## src/hdl/dcpid_pkg.sv

```systemverilog
// shared types and constants for the dual channel pid block
`timescale 1ns / 1ps
package dcpid_pkg;

  localparam int CHANNELS_DEF = 2;
  localparam int CH_W         = 1;
  localparam int GAIN_W       = 16;
  localparam int ERR_W        = 18;
  localparam int INTEG_W      = 13;
  localparam int DELTA_W      = 19;
  localparam int DRIVE_W      = 26;
  localparam int IN_DATA_W    = 24;
  localparam int OUT_DATA_W   = 32;
  localparam int CFG_ADDR_W   = 3;
  localparam int Q_DEPTH      = 4;
  localparam int Q_PTR_W      = 2;
  localparam int Q_CNT_W      = 3;

  localparam int DEAD_BAND    = 40;
  localparam int SEPARATION   = 1500;
  localparam int INTEG_LIMIT  = 4000;

  localparam logic [CFG_ADDR_W-1:0] REG_KP0     = 3'd0;
  localparam logic [CFG_ADDR_W-1:0] REG_KI0     = 3'd1;
  localparam logic [CFG_ADDR_W-1:0] REG_KD0     = 3'd2;
  localparam logic [CFG_ADDR_W-1:0] REG_KP1     = 3'd3;
  localparam logic [CFG_ADDR_W-1:0] REG_KI1     = 3'd4;
  localparam logic [CFG_ADDR_W-1:0] REG_KD1     = 3'd5;
  localparam logic [CFG_ADDR_W-1:0] REG_TARGET0 = 3'd6;
  localparam logic [CFG_ADDR_W-1:0] REG_TARGET1 = 3'd7;

  typedef enum logic [1:0] {
    K_COMPUTE   = 2'd0,
    K_CLEAR_ONE = 2'd1,
    K_CLEAR_ALL = 2'd2,
    K_BAD       = 2'd3
  } kind_t;

  typedef struct packed {
    kind_t                  kind;
    logic [CH_W-1:0]        ch;
    logic signed [ERR_W-1:0] err;
    logic                   dead;
    logic                   sep;
  } item_t;

endpackage

```

## src/hdl/dcpid_front.sv

```systemverilog
// front end: target registers, request classification and error forming
`timescale 1ns / 1ps
module dcpid_front #(
  parameter int CHANNELS = dcpid_pkg::CHANNELS_DEF
) (
  input  logic                              clk,
  input  logic                              rst_n,
  input  logic                              cfg_we,
  input  logic [dcpid_pkg::CFG_ADDR_W-1:0]  cfg_addr,
  input  logic [dcpid_pkg::GAIN_W-1:0]      cfg_wdata,
  input  logic                              op,
  input  logic [1:0]                        channel,
  input  logic signed [dcpid_pkg::GAIN_W-1:0] measured,
  output dcpid_pkg::item_t                  item
);

  logic signed [dcpid_pkg::GAIN_W-1:0] target_r [2];
  logic signed [dcpid_pkg::ERR_W-1:0]  tgt_ext;
  logic signed [dcpid_pkg::ERR_W-1:0]  meas_ext;
  logic signed [dcpid_pkg::ERR_W-1:0]  err;
  logic                                ch_valid;
  logic                                ch_all;

  always_ff @(posedge clk) begin
    if (!rst_n) begin
      target_r[0] <= '0;
      target_r[1] <= '0;
    end else if (cfg_we) begin
      if (cfg_addr == dcpid_pkg::REG_TARGET0) target_r[0] <= cfg_wdata;
      if (cfg_addr == dcpid_pkg::REG_TARGET1) target_r[1] <= cfg_wdata;
    end
  end

  always_comb begin
    ch_valid = (channel < 2'(CHANNELS));
    ch_all   = (channel == 2'(CHANNELS));
    tgt_ext  = {{2{target_r[channel[0]][15]}}, target_r[channel[0]]};
    meas_ext = {{2{measured[15]}}, measured};
    err      = tgt_ext - meas_ext;

    item.ch   = channel[dcpid_pkg::CH_W-1:0];
    item.err  = err;
    item.dead = (err >= -18'sd40) && (err <= 18'sd40);
    item.sep  = (err > -18'sd1500) && (err < 18'sd1500);
    if (op) begin
      if (ch_valid)    item.kind = dcpid_pkg::K_CLEAR_ONE;
      else if (ch_all) item.kind = dcpid_pkg::K_CLEAR_ALL;
      else             item.kind = dcpid_pkg::K_BAD;
    end else begin
      item.kind = ch_valid ? dcpid_pkg::K_COMPUTE : dcpid_pkg::K_BAD;
    end
  end

endmodule

```

## src/hdl/dcpid_fifo.sv

```systemverilog
// short request queue between front end and back end
`timescale 1ns / 1ps
module dcpid_fifo (
  input  logic             clk,
  input  logic             rst_n,
  input  logic             push,
  input  dcpid_pkg::item_t push_item,
  output logic             full,
  input  logic             pop,
  output logic             not_empty,
  output dcpid_pkg::item_t head
);

  dcpid_pkg::item_t                    mem_r [dcpid_pkg::Q_DEPTH];
  logic [dcpid_pkg::Q_PTR_W-1:0]       wr_ptr_r, wr_ptr_nxt;
  logic [dcpid_pkg::Q_PTR_W-1:0]       rd_ptr_r, rd_ptr_nxt;
  logic [dcpid_pkg::Q_CNT_W-1:0]       cnt_r, cnt_nxt;
  logic                                do_push;
  logic                                do_pop;

  always_comb begin
    full       = (cnt_r == dcpid_pkg::Q_CNT_W'(dcpid_pkg::Q_DEPTH));
    not_empty  = (cnt_r != '0);
    head       = mem_r[rd_ptr_r];
    do_push    = push && !full;
    do_pop     = pop && not_empty;
    wr_ptr_nxt = do_push ? wr_ptr_r + 1'b1 : wr_ptr_r;
    rd_ptr_nxt = do_pop ? rd_ptr_r + 1'b1 : rd_ptr_r;
    cnt_nxt    = cnt_r + dcpid_pkg::Q_CNT_W'(do_push) - dcpid_pkg::Q_CNT_W'(do_pop);
  end

  always_ff @(posedge clk) begin
    if (do_push) mem_r[wr_ptr_r] <= push_item;
  end

  always_ff @(posedge clk) begin
    if (!rst_n) begin
      wr_ptr_r <= '0;
      rd_ptr_r <= '0;
      cnt_r    <= '0;
    end else begin
      wr_ptr_r <= wr_ptr_nxt;
      rd_ptr_r <= rd_ptr_nxt;
      cnt_r    <= cnt_nxt;
    end
  end

endmodule

```

## src/hdl/dcpid_back.sv

```systemverilog
// back end: channel state update, gain products, sum, shift and saturation
`timescale 1ns / 1ps
module dcpid_back #(
  parameter int CHANNELS = dcpid_pkg::CHANNELS_DEF
) (
  input  logic                              clk,
  input  logic                              rst_n,
  input  logic                              cfg_we,
  input  logic [dcpid_pkg::CFG_ADDR_W-1:0]  cfg_addr,
  input  logic [dcpid_pkg::GAIN_W-1:0]      cfg_wdata,
  input  logic                              q_not_empty,
  input  dcpid_pkg::item_t                  q_head,
  output logic                              q_pop,
  output logic                              out_valid,
  input  logic                              out_ready,
  output logic signed [dcpid_pkg::DRIVE_W-1:0] out_drive,
  output logic                              out_ok
);

  localparam int GW = dcpid_pkg::GAIN_W;
  localparam int EW = dcpid_pkg::ERR_W;
  localparam int IW = dcpid_pkg::INTEG_W;
  localparam int DW = dcpid_pkg::DELTA_W;

  logic signed [GW-1:0] kp_r [2];
  logic signed [GW-1:0] ki_r [2];
  logic signed [GW-1:0] kd_r [2];

  logic signed [IW-1:0] integ_r [CHANNELS];
  logic signed [EW-1:0] prev_r  [CHANNELS];

  logic en;

  // stage 1: error, integral and delta
  logic                            s1_v_r, s1_v_nxt;
  logic                            s1_ok_r, s1_ok_nxt;
  logic                            s1_cmp_r, s1_cmp_nxt;
  logic [dcpid_pkg::CH_W-1:0]      s1_ch_r, s1_ch_nxt;
  logic signed [EW-1:0]            s1_e_r, s1_e_nxt;
  logic signed [IW-1:0]            s1_i_r, s1_i_nxt;
  logic signed [DW-1:0]            s1_d_r, s1_d_nxt;

  // stage 2: products
  logic                            s2_v_r, s2_v_nxt;
  logic                            s2_ok_r, s2_ok_nxt;
  logic                            s2_cmp_r, s2_cmp_nxt;
  logic signed [33:0]              s2_p_r, s2_p_nxt;
  logic signed [28:0]              s2_i_r, s2_i_nxt;
  logic signed [34:0]              s2_d_r, s2_d_nxt;

  // output register
  logic                            out_v_r, out_v_nxt;
  logic                            out_ok_r, out_ok_nxt;
  logic signed [dcpid_pkg::DRIVE_W-1:0] out_drive_r, out_drive_nxt;

  logic signed [IW-1:0]            ibase;
  logic signed [IW:0]              isum;
  logic signed [IW-1:0]            iclamp;
  logic signed [35:0]              sum;
  logic signed [27:0]              shr;

  assign en        = !out_v_r || out_ready;
  assign q_pop     = en && q_not_empty;
  assign out_valid = out_v_r;
  assign out_drive = out_drive_r;
  assign out_ok    = out_ok_r;

  always_ff @(posedge clk) begin
    if (!rst_n) begin
      kp_r[0] <= '0; ki_r[0] <= '0; kd_r[0] <= '0;
      kp_r[1] <= '0; ki_r[1] <= '0; kd_r[1] <= '0;
    end else if (cfg_we) begin
      if (cfg_addr == dcpid_pkg::REG_KP0) kp_r[0] <= cfg_wdata;
      if (cfg_addr == dcpid_pkg::REG_KI0) ki_r[0] <= cfg_wdata;
      if (cfg_addr == dcpid_pkg::REG_KD0) kd_r[0] <= cfg_wdata;
      if (cfg_addr == dcpid_pkg::REG_KP1) kp_r[1] <= cfg_wdata;
      if (cfg_addr == dcpid_pkg::REG_KI1) ki_r[1] <= cfg_wdata;
      if (cfg_addr == dcpid_pkg::REG_KD1) kd_r[1] <= cfg_wdata;
    end
  end

  always_comb begin
    s1_e_nxt   = q_head.dead ? '0 : q_head.err;
    ibase      = q_head.dead ? '0 : integ_r[q_head.ch];
    isum       = {ibase[IW-1], ibase} + s1_e_nxt[IW:0];
    if (isum > 14'sd4000)       iclamp = 13'sd4000;
    else if (isum < -14'sd4000) iclamp = -13'sd4000;
    else                        iclamp = isum[IW-1:0];
    s1_i_nxt   = q_head.sep ? iclamp : ibase;
    s1_d_nxt   = {s1_e_nxt[EW-1], s1_e_nxt} - {prev_r[q_head.ch][EW-1], prev_r[q_head.ch]};
    s1_ch_nxt  = q_head.ch;
    s1_v_nxt   = q_not_empty;
    s1_cmp_nxt = (q_head.kind == dcpid_pkg::K_COMPUTE);
    s1_ok_nxt  = (q_head.kind != dcpid_pkg::K_BAD);
  end

  always_ff @(posedge clk) begin
    if (!rst_n) begin
      for (int c = 0; c < CHANNELS; c++) begin
        integ_r[c] <= '0;
        prev_r[c]  <= '0;
      end
    end else if (q_pop) begin
      case (q_head.kind)
        dcpid_pkg::K_COMPUTE: begin
          integ_r[q_head.ch] <= s1_i_nxt;
          prev_r[q_head.ch]  <= s1_e_nxt;
        end
        dcpid_pkg::K_CLEAR_ONE: begin
          integ_r[q_head.ch] <= '0;
          prev_r[q_head.ch]  <= '0;
        end
        dcpid_pkg::K_CLEAR_ALL: begin
          for (int c = 0; c < CHANNELS; c++) begin
            integ_r[c] <= '0;
            prev_r[c]  <= '0;
          end
        end
        default: ;
      endcase
    end
  end

  always_comb begin
    s2_v_nxt   = s1_v_r;
    s2_ok_nxt  = s1_ok_r;
    s2_cmp_nxt = s1_cmp_r;
    s2_p_nxt   = kp_r[s1_ch_r] * s1_e_r;
    s2_i_nxt   = ki_r[s1_ch_r] * s1_i_r;
    s2_d_nxt   = kd_r[s1_ch_r] * s1_d_r;
  end

  always_comb begin
    sum        = s2_p_r + s2_i_r + s2_d_r;
    shr        = sum[35:8];
    out_v_nxt  = s2_v_r;
    out_ok_nxt = s2_ok_r;
    if (!s2_cmp_r) begin
      out_drive_nxt = '0;
    end else if (shr[27:25] == 3'b000 || shr[27:25] == 3'b111) begin
      out_drive_nxt = shr[dcpid_pkg::DRIVE_W-1:0];
    end else if (shr[27]) begin
      out_drive_nxt = {1'b1, {(dcpid_pkg::DRIVE_W-1){1'b0}}};
    end else begin
      out_drive_nxt = {1'b0, {(dcpid_pkg::DRIVE_W-1){1'b1}}};
    end
  end

  always_ff @(posedge clk) begin
    if (en) begin
      s1_ok_r     <= s1_ok_nxt;
      s1_cmp_r    <= s1_cmp_nxt;
      s1_ch_r     <= s1_ch_nxt;
      s1_e_r      <= s1_e_nxt;
      s1_i_r      <= s1_i_nxt;
      s1_d_r      <= s1_d_nxt;
      s2_ok_r     <= s2_ok_nxt;
      s2_cmp_r    <= s2_cmp_nxt;
      s2_p_r      <= s2_p_nxt;
      s2_i_r      <= s2_i_nxt;
      s2_d_r      <= s2_d_nxt;
      out_ok_r    <= out_ok_nxt;
      out_drive_r <= out_drive_nxt;
    end
  end

  always_ff @(posedge clk) begin
    if (!rst_n) begin
      s1_v_r  <= 1'b0;
      s2_v_r  <= 1'b0;
      out_v_r <= 1'b0;
    end else if (en) begin
      s1_v_r  <= s1_v_nxt;
      s2_v_r  <= s2_v_nxt;
      out_v_r <= out_v_nxt;
    end
  end

endmodule

```

## src/hdl/dual_channel_pid_deadband_separation.sv

```systemverilog
// top level of the two channel positional pid with deadband and integral separation
//
//  channel  direction  tdata / data                    tuser
//  in_      in         [1:0] channel, [17:2] measured  opcode
//  out_     out        [25:0] drive                    channel_ok
//  cfg_     in         wdata 16 bit, addr 0..7         -
//
//  one request per cycle while out_tready is high; a request passes the queue,
//  the state update stage, the gain multipliers, then sum and saturation
//  channel state is written at the pop, so requests on one channel follow back to back
//  rst_n is synchronous and clears gains, targets, channel state, queue and pipeline
//  a stalled result freezes the back end; the four entry queue takes requests until full
`timescale 1ns / 1ps
module dual_channel_pid_deadband_separation #(
  parameter int CHANNELS = dcpid_pkg::CHANNELS_DEF
) (
  input  logic                                 clk,
  input  logic                                 rst_n,
  input  logic                                 in_tvalid,
  output logic                                 in_tready,
  input  logic [dcpid_pkg::IN_DATA_W-1:0]      in_tdata,   // channel, measured
  input  logic                                 in_tuser,   // opcode
  output logic                                 out_tvalid,
  input  logic                                 out_tready,
  output logic [dcpid_pkg::OUT_DATA_W-1:0]     out_tdata,  // drive
  output logic                                 out_tuser,  // channel_ok
  input  logic                                 cfg_we,
  input  logic [dcpid_pkg::CFG_ADDR_W-1:0]     cfg_addr,
  input  logic [dcpid_pkg::GAIN_W-1:0]         cfg_wdata
);

  dcpid_pkg::item_t                       fe_item;
  dcpid_pkg::item_t                       q_head;
  logic                                   q_full;
  logic                                   q_not_empty;
  logic                                   q_pop;
  logic signed [dcpid_pkg::DRIVE_W-1:0]   drive;

  assign in_tready = !q_full;
  assign out_tdata = {{(dcpid_pkg::OUT_DATA_W-dcpid_pkg::DRIVE_W){1'b0}}, drive};

  dcpid_front #(.CHANNELS(CHANNELS)) u_front (
    .clk       (clk),
    .rst_n     (rst_n),
    .cfg_we    (cfg_we),
    .cfg_addr  (cfg_addr),
    .cfg_wdata (cfg_wdata),
    .op        (in_tuser),
    .channel   (in_tdata[1:0]),
    .measured  (in_tdata[17:2]),
    .item      (fe_item)
  );

  dcpid_fifo u_fifo (
    .clk       (clk),
    .rst_n     (rst_n),
    .push      (in_tvalid),
    .push_item (fe_item),
    .full      (q_full),
    .pop       (q_pop),
    .not_empty (q_not_empty),
    .head      (q_head)
  );

  dcpid_back #(.CHANNELS(CHANNELS)) u_back (
    .clk         (clk),
    .rst_n       (rst_n),
    .cfg_we      (cfg_we),
    .cfg_addr    (cfg_addr),
    .cfg_wdata   (cfg_wdata),
    .q_not_empty (q_not_empty),
    .q_head      (q_head),
    .q_pop       (q_pop),
    .out_valid   (out_tvalid),
    .out_ready   (out_tready),
    .out_drive   (drive),
    .out_ok      (out_tuser)
  );

endmodule

```

## config.mk

```make
export PLATFORM = sky130hd
export DESIGN_NAME = dual_channel_pid_deadband_separation
export DESIGN_NICKNAME = d
export VERILOG_FILES = /design/src/hdl/dcpid_pkg.sv /design/src/hdl/dcpid_front.sv /design/src/hdl/dcpid_fifo.sv /design/src/hdl/dcpid_back.sv /design/src/hdl/dual_channel_pid_deadband_separation.sv
export SDC_FILE = /design/constraint.sdc
export NUM_CORES = 2
export LEC_CHECK = 0
export ABC_AREA = 1
export ABC_CLOCK_PERIOD_IN_PS = 9800
export BUFFER_PORTS_ARGS = -buffer_cell sky130_fd_sc_hd__buf_2
export CAP_MARGIN = 20
export CORE_UTILIZATION = 30
export CTS_CLUSTER_SIZE = 8
export DETAILED_ROUTE_END_ITERATION = 8
export PLACE_DENSITY = 0.51
export SYNTH_ARGS = -nofsm -noshare
export SYNTH_HDL_FRONTEND = slang
export SYNTH_SLANG_ARGS = --single-unit
```

## constraint.sdc

```tcl
create_clock -name clk -period 9.8 [get_ports clk]
set_input_delay 2.45 -clock clk [delete_from_list [all_inputs] [get_ports clk]]
set_output_delay 2.45 -clock clk [all_outputs]
set_load 0.005 [all_outputs]
```

# --- Word level (Yosys, flattened, before mapping) ---
# Memories as Yosys holds them, arrays and structs flattened. A register that Yosys moved wholly into a read port is not among the register bits.
# Cells that the tools add are included.
word_totals:
  regBits: 190
  ram_bits: 282
  inputBits: 49
  wordCells: 170
  memories: 7
mem_list:
  columns: ["memory", "depth", "word_bits", "rd", "rd_clocked_by_memory_dff", "write_ports", "line_no", "text"]
  rows:
  - ["u_fifo.mem_r", 4, 23, 1, 1, 1, "dcpid_fifo.sv:14", "dcpid_pkg::item_t mem_r [dcpid_pkg::Q_DEPTH];"]
  - ["u_back.prev_r", 2, 18, 1, 0, 2, "dcpid_back.sv:30", "logic signed [EW-1:0] prev_r [CHANNELS];"]
  - ["u_back.kd_r", 2, 16, 1, 1, 2, "dcpid_back.sv:27", "logic signed [GW-1:0] kd_r [2];"]
  - ["u_back.ki_r", 2, 16, 1, 1, 2, "dcpid_back.sv:26", "logic signed [GW-1:0] ki_r [2];"]
  - ["u_back.kp_r", 2, 16, 1, 1, 2, "dcpid_back.sv:25", "logic signed [GW-1:0] kp_r [2];"]
  - ["u_front.target_r", 2, 16, 1, 0, 2, "dcpid_front.sv:17", "logic signed [dcpid_pkg::GAIN_W-1:0] target_r [2];"]
  - ["1 more memories", null, null, null, null, null, null, null]
op_classes:
  add_sub_neg: 9
  mul: 3
  order_cmp: 7
  n_eq_ne: 13
  n_mux: 83
  bitwise_logic: 14
  reduce_logical: 15
op_table:
  columns: ["cell", "count"]
  rows:
  - ["$mux 16", 8]
  - ["$mux 13", 8]
  - ["$mux 18", 5]
  - ["$mux 1", 55]
  - ["$mux 26", 2]
  - ["$add 35x35->36", 1]
  - ["$add 34x29->35", 1]
  - ["$mul 16x19->35", 1]
  - ["$mul 16x18->34", 1]
  - ["$mul 16x13->29", 1]
  - ["$sub 18x18->19", 1]
  - ["$eq 3x3->1 const B", 6]
  - ["$ge 18x7->1 const B", 1]
  - ["$gt 18x12->1 const B", 1]
  - ["$le 18x7->1 const B", 1]
  - ["$lt 18x12->1 const B", 1]
  - ["$reduce_or 18->1", 1]
  - ["$sub 16x16->17", 1]
  - ["$add 14x14->14", 1]
  - ["$gt 14x13->1 const B", 1]
  - ["$lt 14x13->1 const B", 1]
  - ["$or 1x1->1", 14]
  - ["$reduce_or 13->1", 1]
  - ["$mux 2", 5]
  - ["other kinds (15)", 25]

# --- Logic depth before layout (Yosys ltp) ---
logic_depth:
  ltp_word: 9
  mapped_depth: 32
  mapped_depth_nobuf: 31

# --- Modules after synthesis ---
# Synthesis repeated with hierarchy kept, for this count alone.
unflattened:
  cells_unflattened: 5764
  hier_area_um2: 53193.5
by_module_without_submodules:
  columns: ["mod", "n_inst", "cells_per_inst", "area_each_um2", "seq_area_each_um2"]
  rows:
  - ["dcpid_back", 1, 5053, 46086.7, 10229.8]
  - ["dcpid_fifo", 1, 288, 4195.3, 2942.8]
  - ["dcpid_front", 1, 415, 2859.0, 960.9]
  - ["dual_channel_pid_deadband_separation", 1, 8, 52.6, 0.0]

# --- Least setup slack after synthesis ---
# No wires, ideal clock.
synth_timing:
  kind: "input port to flip-flop"
  start: "input out_tready"
  end: "memory u_back.integ_r[0][0] in the netlist's numbering, enable pin"
  t_arrival_ns: 7.932
  t_required_ns: 9.413
  setup_slack_ns: 1.481
  path_stages: 9
  n_path_buf: 1
  path_cell_list: "nor2_1 inv_1 o31ai_1 inv_1 nand2_1 nor2_1 nand2_1 clkbuf_1 nand2_1"
synth_lines:
  columns: ["item", "line_no", "text"]
  rows:
  - ["start, declared", "dual_channel_pid_deadband_separation.sv:24", "input logic out_tready,"]
  - ["end, declared", "dcpid_back.sv:29", "logic signed [IW-1:0] integ_r [CHANNELS];"]

==> results.json <==
{
  "place_congestion": 0.9207,
  "min_period_ps": 7622,
  "hp-class": "flop to flop",
  "cts_tree": "yes",
  "worstPathMaxFanout": 48,
  "drive_gt1_share_pct": 6.760,
  "area_growth_pct": 9.962,
  "grt_pass1_wl_um": 227800,
  "die-area_um2": 174800,
  "synth_cell_types": 60,
  "cts_hold_buffers": 0,
  "synth-seq-cells": 468,
  "startpoint_type": "flop",
  "core_um2": 171700,
  "io_pins": 84,
  "grt_pass1_vias": 38150,
  "yosys_warnings": 0,
  "worstPathRequired_ps": 10210,
  "drt_iter0_drc": 2325,
  "routed_wl_um": 146700,
  "cts.clk_slew.worst_paths_ps": 50,
  "clk_latency_ps": 690,
  "cts_setup_buffers": 0,
  "setup_viol": 0,
  "grt-ovfl-total": 0,
  "synth-seq-area-share_pct": 26.81,
  "synth_top_area_cell": "fa_1",
  "rsz0062_at_grt": "false",
  "rows": 152,
  "wl_per_cell_um": 18.43,
  "cts_max_level": 3,
  "ant_nets": 0,
  "hpwlAfterDp_um": 119000,
  "nets": 6807,
  "max_cap_violations": 0,
  "outcome": "finished, final reports clean",
  "grt_antenna_before_repair": 1,
  "max_clock_freq_mhz": 131.2,
  "vias_per_cell": 4.575,
  "numPortBuffers": 71,
  "fin_crit_sh_pct": 77.78,
  "relSlewSlack_pct": 34.51,
  "tightest_slew_ps": 975.8,
  "grt_usage_pct": 17.16,
  "die_height_um": 418.1,
  "critPathArrivalTime_ps": 8040,
  "cts.path.max_buffers": 3,
  "first_pass_iters": 5,
  "crit_path_end_kind": "flop",
  "avgSynthCellArea_um2": 9.366,
  "syn_inst": 5545,
  "ys_async_sr_fraction_pct": 0,
  "vias": 36430,
  "synthTopCellsByArea": "fa_1, edfxtp_1, inv_1",
  "synth.top_cell.area_share_pct": 31.53,
  "fin_skew_ps": 45.98,
  "final_common_cell": "inv_1",
  "ctsResizeCount": 0,
  "ys.flop_type": "edfxtp_1",
  "drc": 0,
  "fin_setup_tns_ps": 0,
  "start_util_pct": 30.24,
  "final_cell_mix": "inv_1, nand2_1, fa_1",
  "die_x_um": 418.1,
  "finalMaxSlewViolations": 0,
  "synth-edff-count": 455,
  "cts_root_buf": "clkbuf_16",
  "cts.sinks": 468,
  "cts_buffers": 71,
  "syn_area_um2": 51930,
  "hold_viol_final": 0,
  "grt_max_degree": 64,
  "path_class": "flop to flop"
}
==> registers in the layout (all words and copies together) (netlist names), 26 cells and up, named ones only <==
register	flops
u_fifo.mem_r	88
u_back.s2_d_r	35
u_back.prev_r	34
u_back.s2_p_r	34
u_back.kd_r	32
u_back.ki_r	32
u_back.kp_r	32
u_front.target_r	32
u_back.s2_i_r	29
u_back.integ_r	26
u_back.out_drive	26
==> stage by stage <==
step                util, %  cells  hold WS, ps  area, um2  setup slack, ps
floorplan                 -   5550        400.3      51950             1481
global placement      32.03   7845        401.3      55000             2353
detailed placement    32.03   7845        411.0      55000             2360
CTS                   33.25   7961        407.1      57100             2316
global route          33.25   7961        435.2      57100             1992
finish                33.25   7962        408.6      57110             2178
==> cells by family after synthesis <==
logic type,after synthesis,synth area share (%)
fa+ha+maj,1150,39.53
compound gates,464,5.156
xor+xnor,163,2.763
other cells,1,0.007221
flops,468,26.81
mux,36,0.7276
buf+inv,1342,9.887
simple gates,1921,15.12
==> area by class of cell <==
class	count	area, um2
antenna	1	2.502
clock buffer	102	1914
clock inverter	14	186.4
fill	17800	114600
inverter	1209	4556
multi-input combinational	3740	32930
sequential	468	13920
tap	2310	2890
timing repair buffer	118	708.2
==> critical path: stages, from the launching register on <==
cell,delay (ps)
dfxtp_2,310
buf_4,280
or2_2,360
nand2_1,580
clkinv_1,560
nand2_1,220
fa_1,460
fa_1,530
fa_1,530
inv_1,60
fa_1,490
fa_1,500
inv_1,50
fa_1,480
inv_1,90
ha_1,360
a21oi_1,230
inv_1,80
a21oi_1,130
o21ai_0,90
a21oi_1,220
nor3_1,70
nor3_1,300
o21ai_0,160
xor2_1,160
==> per-layer routing <==
layer	global-route usage, %	up-vias	part of all wire, %	wire [um]
met4	5.333	0	3.1	4589
li1	-	17090	-	-
met2	27.94	911	46	67850
met3	2.557	157	5.3	7777
met1	23.43	18270	45	66500
met5	0	-	0	0
==> synth_stat cells, types with 16 or more instances <==
cell type / instances
nand3_1: 91
mux2i_1: 22
nand2_1: 922
edfxtp_1: 455
a21oi_2: 22
o21ai_0: 127
o22ai_1: 16
nand4_1: 19
o21ai_1: 17
buf_1: 18
inv_1: 1178
fa_1: 818
clkbuf_1: 91
a21oi_1: 189
nor3_1: 34
nor2_1: 722
nand2_2: 18
or2_2: 80
ha_1: 332
clkinv_1: 25
xnor2_1: 52
xor2_1: 110
==> path summary, 6_finish.rpt <==
| check | depth (start not counted) | to | start | slack (ps) |
|---|---|---|---|---|
| worst max-delay path | 24 | u_back.s2_p_r[25] | flop | 2180 |
| worst min-delay path | 0 | u_back.out_ok | u_back.out_ok_nxt | 410 |
| worst max register to register | 24 | u_back.s2_p_r[25] | flop | 2180 |
| worst min register to register | 0 | u_back.out_ok | u_back.out_ok_nxt | 410 |
Power is not shown: default switching activity piles up to over one toggle a cycle in this logic, so the estimate is an artifact.
